**src/design/odc_pkg.sv**
```systemverilog
// shared types, constants and helpers of the oscillator octave / dac calculator
package odc_pkg;

  localparam int unsigned KW = 17;   // request width, khz
  localparam int unsigned FW = 27;   // frequency width, hz
  localparam int unsigned QW = 12;   // quotient bits, one per divider cell
  localparam int unsigned NW = FW + QW - 2 + 12; // numerator shifter width

  localparam logic [KW-1:0] TOP_KHZ    = KW'(68000);
  localparam logic [31:0]   BASE_HZ    = 32'd1039;
  localparam logic [11:0]   DAC_NUM_HZ = 12'd2078;
  localparam logic [12:0]   DAC_OFFSET = 13'd2048;
  localparam logic [3:0]    OCT_MAX    = 4'd15;
  localparam logic [9:0]    DAC_MAX    = 10'd1023;

  typedef struct packed {
    logic [FW-1:0] rem;
    logic [QW-1:0] divd;
    logic [QW-1:0] quo;
    logic [FW-1:0] freq;
    logic [3:0]    oct;
    logic          zero;
    logic          sat;
  } odc_div_t;

  // lowest request in khz that reaches octave idx
  function automatic logic [KW-1:0] oct_th(input int unsigned idx);
    logic [31:0] hz;
    hz = BASE_HZ << idx;
    return KW'((hz + 32'd999) / 32'd1000);
  endfunction

endpackage

```
**src/design/odc_front.sv**
```systemverilog
// front cell: hz product, octave search and divider seed
module odc_front import odc_pkg::*; (
  input  logic          clk,
  input  logic          rst_n,
  input  logic          valid_i,
  output logic          ready_o,
  input  logic [KW-1:0] khz_i,
  output logic          valid_o,
  input  logic          ready_i,
  output odc_div_t      data_o
);

  logic     valid_r;
  odc_div_t data_r, data_nxt;
  logic [3:0]    oct;
  logic [NW-1:0] num;

  assign ready_o = !valid_r || ready_i;
  assign valid_o = valid_r;
  assign data_o  = data_r;

  always_comb begin
    oct = '0;
    for (int unsigned i = 1; i <= 15; i++) begin
      oct = oct + 4'(khz_i >= oct_th(i));
    end
    num = NW'(DAC_NUM_HZ) << (6'd10 + 6'(oct));
    data_nxt.rem  = FW'(num >> QW);
    data_nxt.divd = num[QW-1:0];
    data_nxt.quo  = '0;
    data_nxt.freq = FW'(khz_i) * FW'(1000);
    data_nxt.oct  = oct;
    data_nxt.zero = (khz_i == '0);
    data_nxt.sat  = (khz_i > TOP_KHZ);
  end

  always_ff @(posedge clk) begin
    if (!rst_n) begin
      valid_r <= 1'b0;
    end else if (ready_o) begin
      valid_r <= valid_i;
    end
  end

  always_ff @(posedge clk) begin
    if (ready_o && valid_i) begin
      data_r <= data_nxt;
    end
  end

endmodule

```
**src/design/odc_div_cell.sv**
```systemverilog
// divider cell: one restoring step, one quotient bit
module odc_div_cell import odc_pkg::*; (
  input  logic     clk,
  input  logic     rst_n,
  input  logic     valid_i,
  output logic     ready_o,
  input  odc_div_t data_i,
  output logic     valid_o,
  input  logic     ready_i,
  output odc_div_t data_o
);

  logic     valid_r;
  odc_div_t data_r, data_nxt;
  logic [FW:0] trial;
  logic        fits;

  assign ready_o = !valid_r || ready_i;
  assign valid_o = valid_r;
  assign data_o  = data_r;

  always_comb begin
    data_nxt = data_i;
    trial = {data_i.rem, data_i.divd[QW-1]};
    fits  = trial >= {1'b0, data_i.freq};
    data_nxt.rem  = fits ? FW'(trial - {1'b0, data_i.freq}) : FW'(trial);
    data_nxt.divd = {data_i.divd[QW-2:0], 1'b0};
    data_nxt.quo  = {data_i.quo[QW-2:0], fits};
  end

  always_ff @(posedge clk) begin
    if (!rst_n) begin
      valid_r <= 1'b0;
    end else if (ready_o) begin
      valid_r <= valid_i;
    end
  end

  always_ff @(posedge clk) begin
    if (ready_o && valid_i) begin
      data_r <= data_nxt;
    end
  end

endmodule

```
**src/design/odc_back.sv**
```systemverilog
// back cell: ceiling, dac code, special cases, packing and output register
module odc_back import odc_pkg::*; (
  input  logic       clk,
  input  logic       rst_n,
  input  logic       valid_i,
  output logic       ready_o,
  input  odc_div_t   data_i,
  output logic       out_valid,
  input  logic       out_ready,
  output logic [3:0] out_octave_code,
  output logic [9:0] out_dac_code,
  output logic [7:0] out_cmd_high_byte,
  output logic [7:0] out_cmd_low_byte,
  output logic       out_saturated
);

  logic        valid_r;
  logic [3:0]  oct_r, oct_nxt;
  logic [9:0]  dac_r, dac_nxt;
  logic        sat_r, sat_nxt;
  logic [12:0] q;
  logic [12:0] diff;

  assign ready_o = !valid_r || out_ready;

  always_comb begin
    q    = 13'(data_i.quo) + 13'(data_i.rem != '0);
    diff = DAC_OFFSET - q;
    if (data_i.sat) begin
      oct_nxt = OCT_MAX;
      dac_nxt = DAC_MAX;
      sat_nxt = 1'b1;
    end else if (data_i.zero) begin
      oct_nxt = '0;
      dac_nxt = '0;
      sat_nxt = 1'b0;
    end else begin
      oct_nxt = data_i.oct;
      sat_nxt = 1'b0;
      if (q >= DAC_OFFSET) begin
        dac_nxt = '0;
      end else if (diff > 13'(DAC_MAX)) begin
        dac_nxt = DAC_MAX;
      end else begin
        dac_nxt = diff[9:0];
      end
    end
  end

  always_ff @(posedge clk) begin
    if (!rst_n) begin
      valid_r <= 1'b0;
    end else if (ready_o) begin
      valid_r <= valid_i;
    end
  end

  always_ff @(posedge clk) begin
    if (ready_o && valid_i) begin
      oct_r <= oct_nxt;
      dac_r <= dac_nxt;
      sat_r <= sat_nxt;
    end
  end

  assign out_valid         = valid_r;
  assign out_octave_code   = oct_r;
  assign out_dac_code      = dac_r;
  assign out_cmd_high_byte = {oct_r, dac_r[9:6]};
  assign out_cmd_low_byte  = {dac_r[5:0], 2'b00};
  assign out_saturated     = sat_r;

  // quotient of an ordinary request lies within one octave
  a_quo_range: assert property (@(posedge clk) disable iff (!rst_n)
    valid_i && !data_i.zero && !data_i.sat |-> q >= 13'd1025 && q <= 13'd2128)
    else $error("divider quotient out of range");

  // above the lowest octave the quotient never passes the dac offset
  a_quo_upper: assert property (@(posedge clk) disable iff (!rst_n)
    valid_i && !data_i.zero && !data_i.sat && data_i.oct != '0 |-> q <= DAC_OFFSET)
    else $error("quotient above offset in upper octave");

  // clamped request gives the top codes
  a_sat_codes: assert property (@(posedge clk) disable iff (!rst_n)
    out_valid && out_saturated |-> out_octave_code == OCT_MAX && out_dac_code == DAC_MAX)
    else $error("saturated word without top codes");

  // zero request gives all-zero codes
  a_zero_codes: assert property (@(posedge clk) disable iff (!rst_n)
    ready_o && valid_i && data_i.zero && !data_i.sat
    |=> out_octave_code == '0 && out_dac_code == '0 && !out_saturated)
    else $error("zero request with nonzero codes");

endmodule

```
**src/design/oscillator_octave_dac_calc.sv**
```systemverilog
// top level: oscillator octave / dac code calculator
// Takes one frequency request word per cycle while in_ready is high and returns one result
// word per request, in order, through the front cell (khz to hz product and octave search),
// a chain of twelve divider cells that each settle one bit of the dac quotient, and the
// output register. Every cell holds its word only until the next cell takes it, so bubbles
// close up under a stall and in_ready stays high while any cell, the output register
// included, is free or out_ready is high.
module oscillator_octave_dac_calc import odc_pkg::*; (
  input  logic          clk,
  input  logic          rst_n,
  input  logic          in_valid,
  output logic          in_ready,
  input  logic [KW-1:0] in_freq_khz,
  output logic          out_valid,
  input  logic          out_ready,
  output logic [3:0]    out_octave_code,
  output logic [9:0]    out_dac_code,
  output logic [7:0]    out_cmd_high_byte,
  output logic [7:0]    out_cmd_low_byte,
  output logic          out_saturated
);

  logic     chain_valid [QW+1];
  logic     chain_ready [QW+1];
  odc_div_t chain_data  [QW+1];

  odc_front u_front (
    .clk     (clk),
    .rst_n   (rst_n),
    .valid_i (in_valid),
    .ready_o (in_ready),
    .khz_i   (in_freq_khz),
    .valid_o (chain_valid[0]),
    .ready_i (chain_ready[0]),
    .data_o  (chain_data[0])
  );

  for (genvar i = 0; i < QW; i++) begin : g_cell
    odc_div_cell u_cell (
      .clk     (clk),
      .rst_n   (rst_n),
      .valid_i (chain_valid[i]),
      .ready_o (chain_ready[i]),
      .data_i  (chain_data[i]),
      .valid_o (chain_valid[i+1]),
      .ready_i (chain_ready[i+1]),
      .data_o  (chain_data[i+1])
    );
  end

  odc_back u_back (
    .clk               (clk),
    .rst_n             (rst_n),
    .valid_i           (chain_valid[QW]),
    .ready_o           (chain_ready[QW]),
    .data_i            (chain_data[QW]),
    .out_valid         (out_valid),
    .out_ready         (out_ready),
    .out_octave_code   (out_octave_code),
    .out_dac_code      (out_dac_code),
    .out_cmd_high_byte (out_cmd_high_byte),
    .out_cmd_low_byte  (out_cmd_low_byte),
    .out_saturated     (out_saturated)
  );

endmodule
```
**config.mk**
```make
export PLATFORM = sky130hd
export DESIGN_NAME = oscillator_octave_dac_calc
export DESIGN_NICKNAME = d
export VERILOG_FILES = /design/src/design/odc_pkg.sv /design/src/design/odc_front.sv /design/src/design/odc_div_cell.sv /design/src/design/odc_back.sv /design/src/design/oscillator_octave_dac_calc.sv
export SDC_FILE = /design/constraint.sdc
export NUM_CORES = 2
export LEC_CHECK = 0
export BUFFER_PORTS_ARGS = -buffer_cell sky130_fd_sc_hd__clkbuf_2
export CAP_MARGIN = 20
export CORE_ASPECT_RATIO = 0.8
export CORE_MARGIN = 3
export CORE_UTILIZATION = 37
export DETAILED_ROUTE_END_ITERATION = 6
export PLACE_DENSITY = 0.55
export SETUP_SLACK_MARGIN = 0.2
export SLEW_MARGIN = 0
export SYNTH_ARGS = -nofsm -noshare
export SYNTH_HDL_FRONTEND = slang
export SYNTH_SLANG_ARGS = --single-unit
```
**constraint.sdc**
```tcl
create_clock -name clk -period 9.2 [get_ports clk]
set_clock_uncertainty 0.15 [all_clocks]
set_input_delay 0.46 -clock clk [delete_from_list [all_inputs] [get_ports clk]]
set_output_delay 0.46 -clock clk [all_outputs]
set_load 0.02 [all_outputs]
```
==> impl_metrics.py <==
metrics = {
    "worst_hold_path": {
        "hold_path.class": "in -> reg",
        "hold_depth": 2,
    },
    "place": {
        "port-buffer-count": 51,
        "dp_cells": 6135,
        "dp_hpwl_mm": 93.2,
        "dpl_cell_area_sq_um": 53400,
        "gp_congestion": 0.858,
    },
    "worst_setup_path": {
        "path_class": "in -> reg",
        "required_ps": 9480,
        "worst_setup_path_end_kind": "register",
        "cp_max_fo": 23,
        "r2r_cells": 14,
        "worstPathArrival_ps": 7820,
        "r2r_setup_slack_ps": 4350,
        "worst_setup_path_start_kind": "input port",
    },
    "global_routing": {
        "grt_usage_pct": 16.7,
        "grt_overflow_total": 0,
        "grt_max_degree": 69,
        "grt_first_pass_wirelength_mm": 187,
        "antenna_found_initial": 4,
        "first_global_vias": 31336,
    },
    "detailed_routing": {
        "avgViaCountPerCell": 5.12,
        "routed_wl_mm": 120,
        "vias": 32381,
        "drtIter0Drc": 2667,
        "drc": 0,
        "first_pass_iters": 6,
        "wl_per_cell_um": 18.9,
        "ant_nets": 0,
    },
    "synthesis": {
        "syn_inst": 4298,
        "avgSynthCellArea_sq_um": 11.9,
        "ys_ff_latch": 889,
        "synth_cell_types": 104,
        "yosys.area.top_type": "edfxtp_1",
        "seq_area_frac_synth_pct": 52.1,
        "synth_edf_count": 875,
        "async_flop_share_pct": 0,
        "yosys_warnings": 0,
        "synth_area_sq_um": 51000,
        "synth_top_area_share_pct": 51.5,
        "synth_area_leaders": "edfxtp_1 (52%), ha_1 (10%), inv_1 (3.2%)",
        "ys.flop_type": "edfxtp_1",
    },
    "floorplan": {
        "dieArea_sq_um": 142000,
        "ioPinCount": 54,
        "fp.dieH_um": 338,
        "die_w_um": 421,
        "coreArea_sq_um": 136000,
        "num_rows": 121,
        "initial_core_util_pct": 37.4,
    },
    "timing": {
        "rsz0062_at_grt": "no",
        "hold_viol_final": 0,
        "fmax_ghz": 0.133,
        "fin_setup_tns_ps": 0,
        "finalSetupViolations": 0,
        "maxSlewViolCount": 0,
        "finalCritPeriodShare_pct": 82.0,
        "layout_min_cycle_time_ps": 7540,
        "worstMarginPinSlew_ps": 1070,
        "maxSlewHeadroom_pct": 27.5,
    },
    "clock_tree": {
        "htree_levels": 3,
        "clockBufferDepth": 3,
        "cts_tree": "built",
        "numCtsBuffers": 94,
        "cts_root_buf": "clkbuf_16",
        "path_clk_slew_ps": 60,
        "clk_latency_ps": 710,
        "cts_sinks": 889,
    },
    "power_and_ir_drop": {
        "cellPowerDensity_nw_per_um2": 225,
        "p_leak_nw": 21.8,
        "ir_drop_mv": 0.281,
    },
    "finish": {
        "area_growth_pct": 10.7,
        "final_area_sq_um": 56500,
        "final_nets": 4897,
        "final_cells": 6319,
        "drive_gt1_share_pct": 8.14,
        "fill_cells": 12887,
    },
    "run": {
        "cap_violations": 0,
    },
    "run_status": {
        "outcome": "finished clean",
    },
}
==> final timing paths <==
path,endpoint,start
max reg2reg,u_back.out_dac_code[3],g_cell[11].u_cell.data_o[63]
min reg2reg,g_cell[1].u_cell.data_o[54],g_cell[0].u_cell.data_o[53]
min,g_cell[10].u_cell.valid_o,rst_n
max,u_front.data_o[64],in_freq_khz[0]
==> worst max-delay path, cell delays in order <==
cell and delay, ps:
dlygate4sd3_1 520, clkbuf_2 280, inv_1 150, ha_1 260, nand3_1 100, a21boi_0 90, o21ai_0 200, a21boi_0 120
o21ai_0 210, a21oi_1 90, or2_2 290, fa_1 540, fa_1 450, fa_1 520, fa_1 560, ha_1 170
inv_1 50, fa_1 470, buf_4 230, inv_1 130, ha_1 260, ha_1 790, inv_2 220, nand2_1 130
o21ai_1 90, o2bb2ai_1 180, a32o_1 230
==> routing by layer <==
layer / wire, um / vias to the layer above / global-route usage [%]
met5: 0 / - / 0
met4: 2190 / 0 / 3.64
met3: 6850 / 137 / 3.06
met2: 46700 / 718 / 22.7
met1: 63900 / 15592 / 26.9
li1: - / 15934 / -
==> power by group <==
part / total, mW / internal [mW] / switching (mW)
registers: 5.14 / 4.93 / 0.217
logic: 3.81 / 1.67 / 2.14
clock network: 3.74 / 2.08 / 1.66
==> synthesized netlist by cell type (28+ instances only) <==
cell type	count
nand2_1	224
a31oi_1	38
o31ai_1	28
edfxtp_1	875
xnor2_1	168
nand2b_1	55
mux2_1	103
ha_1	406
a21oi_1	298
nor2b_1	61
fa_1	79
xor2_1	78
inv_1	437
nand3_1	75
a21boi_0	30
mux2_2	52
a21o_1	105
o21a_1	75
o21ai_0	148
nor3_1	87
o21ai_1	37
nand4_1	48
clkbuf_1	39
nor2_1	284
==> registers in the layout (all words and copies together) (netlist names) <==
name,count
g_cell.u_cell.data_o,792
g_cell.u_cell.valid_o,12
u_back.out_dac_code,10
u_back.out_octave_code,4
u_back.out_saturated,1
u_back.out_valid,1
u_front.data_o,68
u_front.valid_o,1
==> layout make-up <==
class | instances | area, sq um | area share (%)
diodes | 2 | 5.00 | 0.00886
clock buffers | 108 | 2430 | 4.29
clock inverters | 69 | 609 | 1.08
inverters | 443 | 1660 | 2.94
multi-input cells | 2881 | 22400 | 39.7
flip-flops and latches | 889 | 26600 | 47.0
well taps | 1845 | 2310 | 4.09
repair buffers | 82 | 500 | 0.886
==> stage by stage <==
stage          setup slack [ps]  hold slack, ps  power (mW)  utilization, %
3_5_place_dp               1380             255        8.99            39.1
3_3_place_gp               1430             252        8.98            39.1
5_1_grt                    1230            49.8        13.5            41.4
6_report                   1660            54.1        12.7            41.4
4_1_cts                    1750            3.64        12.8            41.4
2_1_floorplan              1680             250        8.07               -
==> cell usage in the layout, fill, tap and decap left out, types with 17 or more instances in the layout <==
cell type    n
buf_4       26
o21a_1      75
nand4_1     48
nor2_1     284
nor4_1      17
edfxtp_1   875
and2_1      17
xnor2_1    168
xor2_1      78
o31ai_1     28
or3_1       22
o21ai_1     36
mux2_1     103
a21boi_0    25
and3_1      19
or2_2       20
nor2b_1     54
a211oi_1    22
mux2_4      26
a21o_1     105
clkinv_1    29
nand2b_1    55
nand2_1    224
fa_1        79
nor3_1      87
mux2i_1     19
o21ai_0    147
nand3_1     75
inv_1      437
mux2_2      52
clkinv_2    20
ha_1       406
clkbuf_2    51
clkbuf_16   95
o21bai_1    19
a31oi_1     37
a21oi_1    298
==> what timing repair did <==
action | in CTS | in global routing
gates resized for setup | 0 | 0
setup buffers | 0 | 0
hold buffers | 5 | 0
endpoints found under the hold margin | 5 | 0
setup endpoints to repair | 0 | 0
==> kinds of logic after synthesis <==
| family | Yosys count | synth area share, % |
|---|---|---|
| AOI/OAI and AO/OA | 964 | 12.4 |
| xor gates and xnor gates | 246 | 4.22 |
| adders and majority gates | 486 | 13.1 |
| buffers and inverters | 529 | 4.26 |
| DFF | 889 | 52.1 |
| muxes | 200 | 4.56 |
| other | 1 | 0.00735 |
| and+or+nand+nor | 983 | 9.44 |
No activity file was read; power rests on OpenSTA's default activity.
